`src/hw/rtl/bra_pkg.sv`:
```
// Package for the bitmap run allocator: action codes, widths and the byte scan types.
// Has no dependencies. The interfaces, the scan step and the top level import it.
package bra_pkg;

	localparam int BYTE_W   = 8;
	localparam int ACTION_W = 3;
	localparam int INDEX_W  = 10;
	localparam int LEN_W    = 11;
	localparam int START_W  = 10;
	localparam int BPOS_W   = 3;

	typedef logic [ACTION_W-1:0] action_t;
	typedef logic [INDEX_W-1:0]  index_t;
	typedef logic [LEN_W-1:0]    len_t;
	typedef logic [START_W-1:0]  start_t;
	typedef logic [BYTE_W-1:0]   byte_t;
	typedef logic [BPOS_W-1:0]   bpos_t;

	localparam action_t ACT_FIND_RUN  = 3'd0;
	localparam action_t ACT_WRITE_BIT = 3'd1;
	localparam action_t ACT_TOGGLE    = 3'd2;
	localparam action_t ACT_TEST_TOG  = 3'd3;
	localparam action_t ACT_TEST      = 3'd4;
	localparam action_t ACT_CLEAR_ALL = 3'd5;

	// One byte of the map together with the free run that ends just before it and the run length sought.
	typedef struct packed {
		byte_t map_byte;
		len_t  run_count;
		len_t  run_len;
	} scan_in_t;

	typedef struct packed {
		logic  hit;
		bpos_t hit_pos;
		len_t  run_count;
	} scan_out_t;

endpackage

```
`src/hw/rtl/bra_if.sv`:
```
// Valid/ready channels of the bitmap run allocator: request and response.
// Depends on bra_pkg for the payload types.
interface bra_req_if import bra_pkg::*; ();
	logic    valid;
	logic    ready;
	action_t action;
	index_t  bit_index;
	logic    bit_value;
	len_t    run_length;

	modport source (output valid, action, bit_index, bit_value, run_length, input ready);
	modport sink (input valid, action, bit_index, bit_value, run_length, output ready);
endinterface

interface bra_rsp_if import bra_pkg::*; ();
	logic   valid;
	logic   ready;
	logic   found;
	start_t run_start;
	logic   bit_state;

	modport source (output valid, found, run_start, bit_state, input ready);
	modport sink (input valid, found, run_start, bit_state, output ready);
endinterface

```
`src/hw/rtl/bra_map_mem.sv`:
```
// Slot map storage: one write port and one read port with registered read data.
// No dependencies.
module bra_map_mem #(
	parameter int DEPTH  = 128,
	parameter int ADDR_W = 7
) (
	input  logic              clk,
	input  logic              we,
	input  logic [ADDR_W-1:0] waddr,
	input  logic [7:0]        wdata,
	input  logic              re,
	input  logic [ADDR_W-1:0] raddr,
	output logic [7:0]        rdata
);

	logic [7:0] mem [DEPTH];

	always_ff @(posedge clk) begin
		if (we) begin
			mem[waddr] <= wdata;
		end
	end

	always_ff @(posedge clk) begin
		if (re) begin
			rdata <= mem[raddr];
		end
	end

endmodule

```
`src/hw/rtl/bra_scan_step.sv`:
```
// One step of the run search: walks the eight slots of a map byte.
// Depends on bra_pkg for the scan types.
module bra_scan_step import bra_pkg::*; (
	input  scan_in_t  scan_in,
	output scan_out_t scan_out
);

	always_comb begin
		len_t  cnt;
		logic  hit;
		bpos_t pos;
		cnt = scan_in.run_count;
		hit = 1'b0;
		pos = '0;
		for (int b = 0; b < BYTE_W; b++) begin
			if (!hit) begin
				if (scan_in.map_byte[b]) begin
					cnt = '0;
				end else begin
					cnt = cnt + len_t'(1);
					if (cnt == scan_in.run_len) begin
						hit = 1'b1;
						pos = bpos_t'(b);
					end
				end
			end
		end
		scan_out.hit       = hit;
		scan_out.hit_pos   = pos;
		scan_out.run_count = cnt;
	end

endmodule

```
`src/hw/rtl/bitmap_run_allocator.sv`:
```
// Top level of the bitmap run allocator: control sequencer around the slot map memory.
// Depends on bra_pkg, bra_if.sv, bra_map_mem and bra_scan_step.
//
//   channel | dir | payload                                  | transaction
//   req     | in  | action, bit_index, bit_value, run_length | valid & ready
//   rsp     | out | found, run_start, bit_state              | valid & ready
//
// A run search reads the map one byte a cycle through the single read port, stopping
// at the first hit or the last byte; a single-slot action reads its byte and handles
// it in S_BIT, then both finish in S_DONE.
// After reset, and for a clear_all transaction, a clearing pass writes zero to every
// byte, one a cycle; req is not ready meanwhile.
// One request is worked on at a time. A new request can be taken while the previous
// response still waits in the output register; a stall on rsp holds the block in
// its final state until the register is free.
module bitmap_run_allocator import bra_pkg::*; #(
	parameter int MAP_BYTES = 128
) (
	input  logic     clk,
	input  logic     arst_n,
	bra_req_if.sink  req,
	bra_rsp_if.source rsp
);

	localparam int TOTAL_SLOTS = MAP_BYTES * BYTE_W;
	localparam int ADDR_W      = (MAP_BYTES > 1) ? $clog2(MAP_BYTES) : 1;
	localparam int IDX_W       = ADDR_W + BPOS_W;
	localparam int SUM_W       = ((IDX_W > LEN_W) ? IDX_W : LEN_W) + 1;
	localparam logic [ADDR_W-1:0] LAST_ADDR = ADDR_W'(MAP_BYTES - 1);

	// Sequencer states.
	localparam logic [2:0] S_IDLE  = 3'd0;
	localparam logic [2:0] S_CLEAR = 3'd1;
	localparam logic [2:0] S_SCAN  = 3'd2;
	localparam logic [2:0] S_BIT   = 3'd3;
	localparam logic [2:0] S_DONE  = 3'd4;

	logic [2:0] state_q;

	// Work registers for the request in hand.
	logic [ADDR_W-1:0] addr_q;      // clearing pointer, scan byte or slot byte
	logic              clr_rsp_q;   // clearing pass was asked for by a transaction
	action_t           act_q;
	bpos_t             bpos_q;
	logic              bval_q;
	len_t              len_q;
	len_t              count_q;

	// Staged result, then the output register.
	logic   res_found_q;
	start_t res_start_q;
	logic   res_bit_q;
	logic   out_valid_q;
	logic   out_found_q;
	start_t out_start_q;
	logic   out_bit_q;

	logic              accept;
	logic              in_range;
	logic              len_ok;
	logic [ADDR_W+6:0] idx_byte_ext;
	logic [ADDR_W-1:0] idx_byte;

	logic              mem_we;
	logic [ADDR_W-1:0] mem_waddr;
	byte_t             mem_wdata;
	logic              mem_re;
	logic [ADDR_W-1:0] mem_raddr;
	byte_t             mem_rdata;

	scan_in_t          scan_in;
	scan_out_t         scan_out;
	logic [SUM_W-1:0]  start_full;

	logic  old_bit;
	logic  new_bit;
	byte_t bit_mask;
	logic  last_byte;
	logic  out_free;

	assign req.ready = (state_q == S_IDLE);
	assign accept    = req.valid && req.ready;
	assign out_free  = !out_valid_q || rsp.ready;
	assign last_byte = (addr_q == LAST_ADDR);

	// Slot and length checks against the size of the map.
	assign in_range = (32'(req.bit_index) < TOTAL_SLOTS);
	assign len_ok   = (req.run_length != '0) && (32'(req.run_length) <= TOTAL_SLOTS);

	// Byte address of the slot; only meaningful when the slot lies inside the map.
	assign idx_byte_ext = {{ADDR_W{1'b0}}, req.bit_index[INDEX_W-1:BPOS_W]};
	assign idx_byte     = idx_byte_ext[ADDR_W-1:0];

	// Read port: the first byte of a search or the byte of a slot when a transaction
	// is taken, then the following byte during the scan so that one byte arrives
	// every cycle.
	always_comb begin
		mem_re    = 1'b0;
		mem_raddr = '0;
		if (accept) begin
			mem_re    = 1'b1;
			mem_raddr = (req.action == ACT_FIND_RUN) ? '0 : idx_byte;
		end else if (state_q == S_SCAN && !last_byte) begin
			mem_re    = 1'b1;
			mem_raddr = addr_q + ADDR_W'(1);
		end
	end

	// Bit read-modify-write on the byte that has just been read.
	assign bit_mask = byte_t'(1) << bpos_q;
	assign old_bit  = mem_rdata[bpos_q];
	always_comb begin
		unique case (act_q)
			ACT_WRITE_BIT: new_bit = bval_q;
			ACT_TOGGLE,
			ACT_TEST_TOG:  new_bit = !old_bit;
			default:       new_bit = old_bit;
		endcase
	end

	// Write port: the clearing pass, or the write back of a changed slot byte.
	always_comb begin
		mem_we    = 1'b0;
		mem_waddr = addr_q;
		mem_wdata = '0;
		if (state_q == S_CLEAR) begin
			mem_we = 1'b1;
		end else if (state_q == S_BIT) begin
			mem_we    = (act_q == ACT_WRITE_BIT) || (act_q == ACT_TOGGLE) ||
			            (act_q == ACT_TEST_TOG);
			mem_wdata = (mem_rdata & ~bit_mask) | (new_bit ? bit_mask : '0);
		end
	end

	bra_map_mem #(
		.DEPTH  (MAP_BYTES),
		.ADDR_W (ADDR_W)
	) u_map (
		.clk   (clk),
		.we    (mem_we),
		.waddr (mem_waddr),
		.wdata (mem_wdata),
		.re    (mem_re),
		.raddr (mem_raddr),
		.rdata (mem_rdata)
	);

	// The search carries the length of the free run that reaches the end of the
	// bytes already seen. Skipping leading full bytes changes nothing, since a used
	// slot restarts the count anyway, so the scan simply starts at byte zero.
	assign scan_in.map_byte  = mem_rdata;
	assign scan_in.run_count = count_q;
	assign scan_in.run_len   = len_q;

	bra_scan_step u_scan (
		.scan_in  (scan_in),
		.scan_out (scan_out)
	);

	// First slot of the run: the hit slot plus one, less the length. Only the low
	// bits are reported.
	assign start_full = SUM_W'({addr_q, scan_out.hit_pos}) + SUM_W'(1) - SUM_W'(len_q);

	always_ff @(posedge clk or negedge arst_n) begin
		if (!arst_n) begin
			state_q     <= S_CLEAR;
			addr_q      <= '0;
			clr_rsp_q   <= 1'b0;
			out_valid_q <= 1'b0;
		end else begin
			// A finished result enters the output register as soon as it is free;
			// otherwise a taken response empties it.
			if (state_q == S_DONE && out_free) begin
				out_valid_q <= 1'b1;
			end else if (rsp.ready) begin
				out_valid_q <= 1'b0;
			end
			unique case (state_q)
				S_IDLE: begin
					if (accept) begin
						priority if (req.action == ACT_FIND_RUN && len_ok) begin
							addr_q  <= '0;
							state_q <= S_SCAN;
						end else if ((req.action == ACT_WRITE_BIT ||
						              req.action == ACT_TOGGLE ||
						              req.action == ACT_TEST_TOG ||
						              req.action == ACT_TEST) && in_range) begin
							addr_q  <= idx_byte;
							state_q <= S_BIT;
						end else if (req.action == ACT_CLEAR_ALL) begin
							addr_q    <= '0;
							clr_rsp_q <= 1'b1;
							state_q   <= S_CLEAR;
						end else begin
							state_q <= S_DONE;
						end
					end
				end
				S_CLEAR: begin
					if (last_byte) begin
						clr_rsp_q <= 1'b0;
						state_q   <= clr_rsp_q ? S_DONE : S_IDLE;
					end else begin
						addr_q <= addr_q + ADDR_W'(1);
					end
				end
				S_SCAN: begin
					if (scan_out.hit || last_byte) begin
						state_q <= S_DONE;
					end else begin
						addr_q <= addr_q + ADDR_W'(1);
					end
				end
				S_BIT: begin
					state_q <= S_DONE;
				end
				S_DONE: begin
					if (out_free) begin
						state_q <= S_IDLE;
					end
				end
				default: begin
					state_q <= S_IDLE;
				end
			endcase
		end
	end

	// Payload registers: request fields, scan count, staged result and output register.
	always_ff @(posedge clk) begin
		if (accept) begin
			act_q       <= req.action;
			bpos_q      <= req.bit_index[BPOS_W-1:0];
			bval_q      <= req.bit_value;
			len_q       <= req.run_length;
			count_q     <= '0;
			res_found_q <= 1'b0;
			res_start_q <= '0;
			res_bit_q   <= 1'b0;
		end
		if (state_q == S_SCAN) begin
			count_q <= scan_out.run_count;
			if (scan_out.hit) begin
				res_found_q <= 1'b1;
				res_start_q <= start_full[START_W-1:0];
			end
		end
		if (state_q == S_BIT) begin
			res_bit_q <= (act_q == ACT_WRITE_BIT) ? 1'b0 :
			             (act_q == ACT_TOGGLE) ? new_bit : old_bit;
		end
		if (state_q == S_DONE && out_free) begin
			out_found_q <= res_found_q;
			out_start_q <= res_start_q;
			out_bit_q   <= res_bit_q;
		end
	end

	assign rsp.valid     = out_valid_q;
	assign rsp.found     = out_found_q;
	assign rsp.run_start = out_start_q;
	assign rsp.bit_state = out_bit_q;

endmodule

```
`src/flat_wrapper.sv`:
```
// flat-port wrapper written by rule: the top's interface ports become plain ports
module bitmap_run_allocator_flat import bra_pkg::*;
#(
	parameter int MAP_BYTES = 128
)
  (clk, arst_n, req_valid, req_action, req_bit_index, req_bit_value, req_run_length, req_ready, rsp_valid, rsp_found, rsp_run_start, rsp_bit_state, rsp_ready);
  bra_req_if req_i ();
  bra_rsp_if rsp_i ();
  input  logic clk;
  input  logic arst_n;
  input wire logic [$bits(req_i.valid)-1:0] req_valid;
  input wire logic [$bits(req_i.action)-1:0] req_action;
  input wire logic [$bits(req_i.bit_index)-1:0] req_bit_index;
  input wire logic [$bits(req_i.bit_value)-1:0] req_bit_value;
  input wire logic [$bits(req_i.run_length)-1:0] req_run_length;
  output wire logic [$bits(req_i.ready)-1:0] req_ready;
  output wire logic [$bits(rsp_i.valid)-1:0] rsp_valid;
  output wire logic [$bits(rsp_i.found)-1:0] rsp_found;
  output wire logic [$bits(rsp_i.run_start)-1:0] rsp_run_start;
  output wire logic [$bits(rsp_i.bit_state)-1:0] rsp_bit_state;
  input wire logic [$bits(rsp_i.ready)-1:0] rsp_ready;
  assign req_i.valid = req_valid;
  assign req_i.action = req_action;
  assign req_i.bit_index = req_bit_index;
  assign req_i.bit_value = req_bit_value;
  assign req_i.run_length = req_run_length;
  assign req_ready = req_i.ready;
  assign rsp_valid = rsp_i.valid;
  assign rsp_found = rsp_i.found;
  assign rsp_run_start = rsp_i.run_start;
  assign rsp_bit_state = rsp_i.bit_state;
  assign rsp_i.ready = rsp_ready;
  bitmap_run_allocator #(.MAP_BYTES(MAP_BYTES)) u_core (.clk(clk), .arst_n(arst_n), .req(req_i), .rsp(rsp_i));
endmodule
```
`config.mk`:
```
export PLATFORM = sky130hd
export DESIGN_NAME = bitmap_run_allocator_flat
export DESIGN_NICKNAME = d
export VERILOG_FILES = /design/src/hw/rtl/bra_pkg.sv /design/src/hw/rtl/bra_if.sv /design/src/hw/rtl/bra_map_mem.sv /design/src/hw/rtl/bra_scan_step.sv /design/src/hw/rtl/bitmap_run_allocator.sv /design/src/flat_wrapper.sv
export SDC_FILE = /design/constraint.sdc
export NUM_CORES = 2
export LEC_CHECK = 0
export ABC_AREA = 1
export BUFFER_PORTS_ARGS = -buffer_cell sky130_fd_sc_hd__buf_4
export CAP_MARGIN = 20
export CORE_ASPECT_RATIO = 0.9
export CORE_UTILIZATION = 25
export CTS_CLUSTER_DIAMETER = 40
export DETAILED_ROUTE_END_ITERATION = 16
export GPL_TIMING_DRIVEN = 0
export PLACE_DENSITY = 0.37
export SLEW_MARGIN = 40
export SYNTH_ARGS = -nofsm -noshare
export SYNTH_HDL_FRONTEND = slang
export SYNTH_SLANG_ARGS = --single-unit
```
`constraint.sdc`:
```
create_clock -name clk -period 8.55 [get_ports clk]
set_input_delay 0.4275 -clock clk [delete_from_list [all_inputs] [get_ports clk]]
set_output_delay 0.4275 -clock clk [all_outputs]
set_load 0.02 [all_outputs]
```
After elaboration in Yosys (flattened, before gate mapping)
Memory sizes are Yosys's and may differ from the RTL's. A register that Yosys moved wholly into a read port is not among the register bits.
Index checks and enable logic that the tools add are counted.

word-level totals
  bits in registers = 65
  bits in writable memories = 1024
  input bits = 29
  word-level logic and storage cells = 201
  memories = 1

cells by class
  $add $sub $neg = 11
  order comparisons = 2
  eq/ne operators = 31
  shift-type cells = 1
  mux-type cells = 110
  bitwise gates (word level) = 3
  reductions and logical operators = 27

memory list
  name              words  width  rd ports  clocked after Yosys merged registers in  wr ports  RTL line           source
  u_core.u_map.mem  128    8      1         1                                        1         bra_map_mem.sv:16  logic [7:0] mem [DEPTH];

operator list
  cell                                                                count
  11-bit two-way mux                                                  17
  11-bit by 1-bit adder with 11-bit output (second input constant)    8
  11-bit == test                                                      8
  3-bit two-way mux                                                   26
  7-bit two-way mux                                                   9
  1-bit two-way mux                                                   47
  10-bit two-way mux                                                  3
  8-bit two-way mux                                                   3
  7-bit one-hot mux with 3 select lines                               1
  3-bit by 2-bit == test with 1-bit output (second input constant)    6
  3-bit one-hot mux with 5 select lines                               1
  2-bit != test (second input constant)                               7
  11-bit <= comparator (second input constant)                        1
  11-bit nonzero test                                                 1
  10-bit by 1-bit adder with 10-bit output (second input constant)    1
  10-bit subtractor                                                   1
  3-bit by 1-bit == test with 1-bit output (second input constant)    3
  3-bit == test (second input constant)                               3
  8-bit bitwise AND                                                   1
  8-bit NOT                                                           1
  8-bit bitwise OR                                                    1
  2-bit nonzero test                                                  4
  1-bit by 3-bit left shift with 8-bit output (first input constant)  1
  7-bit by 1-bit adder with 7-bit output (second input constant)      1
  other kinds (15)                                                    30

Logic depth before layout (Yosys ltp)
  depth in word-level cells = 29
  mapped depth = 85
  mapped depth without buffers = 81

Modules after synthesis
Synthesis repeated with hierarchy kept, for this count alone.

unflattened totals
  cells, all modules = 5233
  area total of the unflattened synthesis = 51762.1 sq um

by module, submodules not included
  module                instances  cells each  area each (sq um)  seq. area each (sq um)
  bra_map_mem           1          3575        42184.2            30989.7
  bra_scan_step         1          1231        5982.0             0.0
  bitmap_run_allocator  1          427         3595.9             1783.0

Worst setup path before layout
No wires, ideal clock.

  path kind = flip-flop to flip-flop
  start point = reg u_core.count_q[0]
  end point = reg u_core.res_start_q[9]
  arrival = 9.117 ns
  data required time = 8.436 ns
  setup slack = -0.681 ns
  stages on the path, launching flop included = 81
  buffers on the path = 4
  period minus slack after synthesis = 9.231 ns
  path through = edfxtp_1 -> ha_1 -> nand2_1 -> inv_1 -> ha_1 -> nand4_1 -> nor2_2 -> nand3_1 -> nand2_1 -> nand2_1 -> nand2_1 -> nand2_1 -> nor2_1 -> nand3_1 -> nor2_2 -> nand2_4 -> nand2_4 -> buf_8 -> [45 not listed] -> nand2_1 -> a21oi_1 -> ha_1 -> inv_1 -> ha_1 -> inv_1 -> fa_1 -> o31ai_1 -> a21oi_1 -> nor2_1 -> nor2_1 -> nor2_1 -> nor2_1 -> nor2_1 -> nor2_1 -> xor2_1 -> nand3_1 -> nand2_1

between the ends
  longest elaborated chain between the ends = 29
  elaborated cells on any way between the ends = 77

ends and longest elaborated chain
  item                                                                                  RTL line                                  source
  start: declaration                                                                    bitmap_run_allocator.sv:47                len_t count_q;
  start signal: assignment                                                              bitmap_run_allocator.sv:242               count_q <= scan_out.run_count;
  11-bit by 1-bit adder with 11-bit output (*)                                          bra_scan_step.sv:20                       cnt = cnt + len_t'(1);
  11-bit two-way mux / 11-bit == test (equally long branches)                           bra_scan_step.sv:17, bra_scan_step.sv:21
  11-bit by 1-bit adder with 11-bit output / 1-bit two-way mux (equally long branches)  bra_scan_step.sv:20, bra_scan_step.sv:21
  11-bit two-way mux, or another cell as far along                                      bra_scan_step.sv:17                       if (scan_in.map_byte[b]) begin
  11-bit two-way mux / 1-bit two-way mux (equally long branches)                        bra_scan_step.sv:16, bra_scan_step.sv:21
  11-bit by 1-bit adder with 11-bit output / 1-bit two-way mux (equally long branches)  bra_scan_step.sv:20, bra_scan_step.sv:17
  11-bit two-way mux, or another cell as far along                                      bra_scan_step.sv:17
  11-bit two-way mux, or another cell as far along                                      bra_scan_step.sv:16                       if (!hit) begin
  [13 not listed]                                                                       -
  11-bit == test / 3-bit two-way mux (equally long branches)                            bra_scan_step.sv:21, bra_scan_step.sv:16
  3-bit two-way mux                                                                     bra_scan_step.sv:21                       if (cnt == scan_in.run_len) begin
  3-bit two-way mux                                                                     bra_scan_step.sv:17
  3-bit two-way mux                                                                     bra_scan_step.sv:16
  10-bit by 1-bit adder with 10-bit output                                              bitmap_run_allocator.sv:162               assign start_full = SUM_W'({addr_q, scan_out.hit_pos}) + SUM_W'(1) - SUM_W'(len_q);
  10-bit subtractor                                                                     bitmap_run_allocator.sv:162
  10-bit two-way mux (*)                                                                bitmap_run_allocator.sv:243               if (scan_out.hit) begin
  10-bit two-way mux (*)                                                                bitmap_run_allocator.sv:241               if (state_q == S_SCAN) begin
  end signal: assignment                                                                bitmap_run_allocator.sv:245               res_start_q <= start_full[START_W-1:0];
  end: declaration                                                                      bitmap_run_allocator.sv:51                start_t res_start_q;

Mark *: on every way between the ends. The rest lies on a longest branch, timed or not.
A chain may end at the register's enable or synchronous reset.

Worst setup path in the final report
Ends and elaborated chain as after synthesis.

==> out/metrics.cfg <==
[cells_and_area]
nets = 5109
postLayoutCoreUtil_pct = 31.6
final_cell_area_sq_um = 64400
drive_above_1_share_pct = 26.2
area_growth_syn_to_layout_pct = 25.4
num-fill-cells = 20794

[detailed_routing]
first_pass_iters = 7
number_of_vias_in_the_routed_layout = 40182
number_of_drc_violations_after_detailed_routing_iteration_0 = 4283
viasPerCell = 5.08
postRouteWirelength_um = 230000
detail_route.drc_violations = 0
antenna_violating_nets_post_route = 0
wire_per_inst_um = 29.1

[logic_synthesis]
synth.most_common_cell = sky130_fd_sc_hd__edfxtp_1
yosysWarningCount = 0
synth-edff-count = 1074
syn-instance-count = 4620
netlist.top_cell.by_area = sky130_fd_sc_hd__edfxtp_1
ys_top_cells_by_count = sky130_fd_sc_hd__edfxtp_1 (1,074), sky130_fd_sc_hd__nor2_1 (795), sky130_fd_sc_hd__nand2_1 (581), sky130_fd_sc_hd__o211ai_1 (385), sky130_fd_sc_hd__nand3_1 (345)
synth-seq-area-share_pct = 63.8
synthDominantCellAreaShare_pct = 62.8
synthesis.area_per_instance_sq_um = 11.1
synth_async_sr_flop_share_pct = 1.09
synth.distinct_cells = 58
synthFlopType = sky130_fd_sc_hd__edfxtp_1
synth.ff_latch_count = 1097
synth_area_sq_um = 51400
post_synth_main_area_contributors = sky130_fd_sc_hd__edfxtp_1 (63%), sky130_fd_sc_hd__nor2_1 (5.8%), sky130_fd_sc_hd__o211ai_1 (5.6%), sky130_fd_sc_hd__nand2_1 (4.2%), sky130_fd_sc_hd__nand3_1 (3.4%)
synthesis.nets = 4676

[sta]
rsz0062_at_grt = yes
setup_viol = 7
hold_viol = 0
fin_tns_setup_ns = -2.84
finalHoldWorstSlack_ns = 0.119
clock_skew_ns = 0.0383
min_period_ns = 9.30
pins_over_their_slew_limit = 0
maxSlewHeadroom_pct = 26.7
final.period_utilization_pct = 109
layout_setup_ws_ns = -0.746
fmaxAchievable_mhz = 108
tightest_slew_ns = 1.09

[clock_network]
cts.clk_slew.worst_paths_ns = 0.06
clock_tree.htree_level_count = 4
cts_tree = done
clock-sinks = 1097
clock_latency_ns = 0.81
cts_buffers = 163
root_buffer_cell = sky130_fd_sc_hd__clkbuf_16
ctsLongestPathBuffers = 3

[floorplanning]
fp.dieArea_sq_um = 207000
number_of_top_level_pins = 43
die_height_um = 432
placeableCoreArea_sq_um = 204000
floorplan.initialDensity_pct = 25.2
placementRows = 157
chipWidth_um = 480

[worst_setup_path]
worst-endpoint-required_ns = 9.25
critical_path.most_common_cell = sky130_fd_sc_hd__nand2_4
end_kind = flop
cp.buffers_inverters = 10
crit_path_max_incr_delay_ns = 0.45
critical-path-top-delay-family = simple AND/OR/NAND/NOR gates
worstPathMaxFanout = 5
timing.critical_path.from_type = flop
setup.worst_path.class = reg -> reg
crit_arrival_ns = 10.00
crit_path_top_delay_cell = sky130_fd_sc_hd__edfxtp_1

[place]
place_ws_ns = -2.55
gpl.final_weighted_congestion = 0.920
dp_hpwl_um = 167000
buffer_ports.inserted = 42
placed_cell_area_sq_um = 57000

[run]
maxCapViolations = 0

[grt]
grt_antenna_before_repair = 18
global_route_wire_length_before_repair_um = 313000
grt_overflow = 0
grt_start_max_net_pins = 24
grt_util_all_layers_pct = 21.8
grt_pass1_vias = 37818

[hold_path]
hold_path_class = in -> async

[power]
max-vdd-ir-drop_mv = 0.256
p_leak_uw = 0.0217
power_per_cell_area_nw_per_um2 = 374

[status]
failed_checks = setup timing
result_of_the_run = finished with violations

[power by group]
part | internal, uW | leakage, uW | switching, uW
Clock | 4240 | 0.00268 | 2690
Combinational | 2660 | 0.00900 | 8120
Sequential | 6230 | 0.0100 | 139
[cell families after synthesis]
group	count (synthesis)	synth area share (%)
AND/OR/NAND/NOR	2201	19.9
flip-flops	1097	63.8
AO/OA/AOI/OAI	810	11.7
buffers and inverters	463	3.58
adder cells (fa/ha/maj)	27	0.672
XOR/XNOR	22	0.375
[path summary, 6_finish.rpt]
kind                                       startpoint                       to  slack [ns]  cells after the start
worst min-delay path                           arst_n        u_core.state_q[0]        0.12                      2
worst max-delay path                u_core.count_q[0]    u_core.res_start_q[9]       -0.75                     80
worst max register to register      u_core.count_q[0]    u_core.res_start_q[9]       -0.75                     80
max in group asynchronous                      arst_n         u_core.addr_q[0]        7.38                      3
min in group clk                     req_bit_index[3]         u_core.addr_q[0]        0.12                      5
worst min register to register  u_core.res_start_q[2]  u_core.rsp.run_start[2]        0.44                      0
[sequential cells by signal, indices dropped and copies added (netlist names)]
signal,flops
u_core.act_q,3
u_core.addr_q,7
u_core.bpos_q,3
u_core.bval_q,1
u_core.clr_rsp_q,1
u_core.count_q,11
u_core.len_q,11
u_core.res_bit_q,1
u_core.res_found_q,1
u_core.res_start_q,10
u_core.rsp.bit_state,1
u_core.rsp.found,1
u_core.rsp.run_start,10
u_core.rsp.valid,1
u_core.state_q,3
u_core.u_map.mem,1024
u_core.u_map.rdata,8
[cell type report]
class / count / area (sq um) / area share, %
tap: 2703 / 3380 / 5.25
multi-input combinational: 3060 / 18000 / 28.0
inverter: 202 / 792 / 1.23
antenna: 13 / 32.5 / 0.0505
timing repair buffer: 268 / 2590 / 4.03
sequential: 1097 / 32800 / 50.9
buffer: 261 / 1270 / 1.97
clock inverter: 113 / 1350 / 2.10
clock buffer: 188 / 4220 / 6.54
[cell usage in the layout (no fill, tap or decap), types with 33 or more instances in the layout]
| cell | count |
|---|---|
| sky130_fd_sc_hd__edfxtp_1 | 1074 |
| sky130_fd_sc_hd__nor2_1 | 648 |
| sky130_fd_sc_hd__nand2_1 | 548 |
| sky130_fd_sc_hd__o211ai_1 | 385 |
| sky130_fd_sc_hd__nand3_1 | 324 |
| sky130_fd_sc_hd__or2_2 | 257 |
| sky130_fd_sc_hd__buf_4 | 174 |
| sky130_fd_sc_hd__inv_1 | 168 |
| sky130_fd_sc_hd__clkbuf_16 | 165 |
| sky130_fd_sc_hd__nor2_2 | 162 |
| sky130_fd_sc_hd__o31ai_1 | 129 |
| sky130_fd_sc_hd__clkbuf_1 | 128 |
| sky130_fd_sc_hd__clkbuf_2 | 118 |
| sky130_fd_sc_hd__o311ai_0 | 117 |
| sky130_fd_sc_hd__nand2_2 | 74 |
| sky130_fd_sc_hd__o21ai_0 | 42 |
| sky130_fd_sc_hd__nand3_2 | 41 |
| sky130_fd_sc_hd__buf_8 | 36 |
| sky130_fd_sc_hd__nand4_1 | 34 |
| sky130_fd_sc_hd__nor2_4 | 33 |
[through the flow]
| step | total power, uW | cells |
|---|---|---|
| floorplan | 11300 | 4620 |
| detailed placement | 16500 | 7470 |
| global placement | 16300 | 7365 |
| finish | 24100 | 7905 |
| global route | 24800 | 7893 |
| CTS | 23800 | 7876 |
[routing by layer]
metal	up-vias	track usage, %	routed length [um]
li1	17809	-	-
met1	20382	31.7	108000
met2	1669	32.1	98000
met3	320	4.77	17600
met4	2	6.62	6390
met5	-	0	10
[timing repair]
| item | 4_1_cts | 5_1_grt |
|---|---|---|
| hold endpoints to repair | 31 | 0 |
| buffers inserted | 86 | 25 |
| endpoints found under the setup margin | 32 | 27 |
| gates resized for setup | 125 | 66 |
| pin swaps | 94 | 63 |
| hold buffers | 21 | 0 |
(Power assumes the default switching activity.)
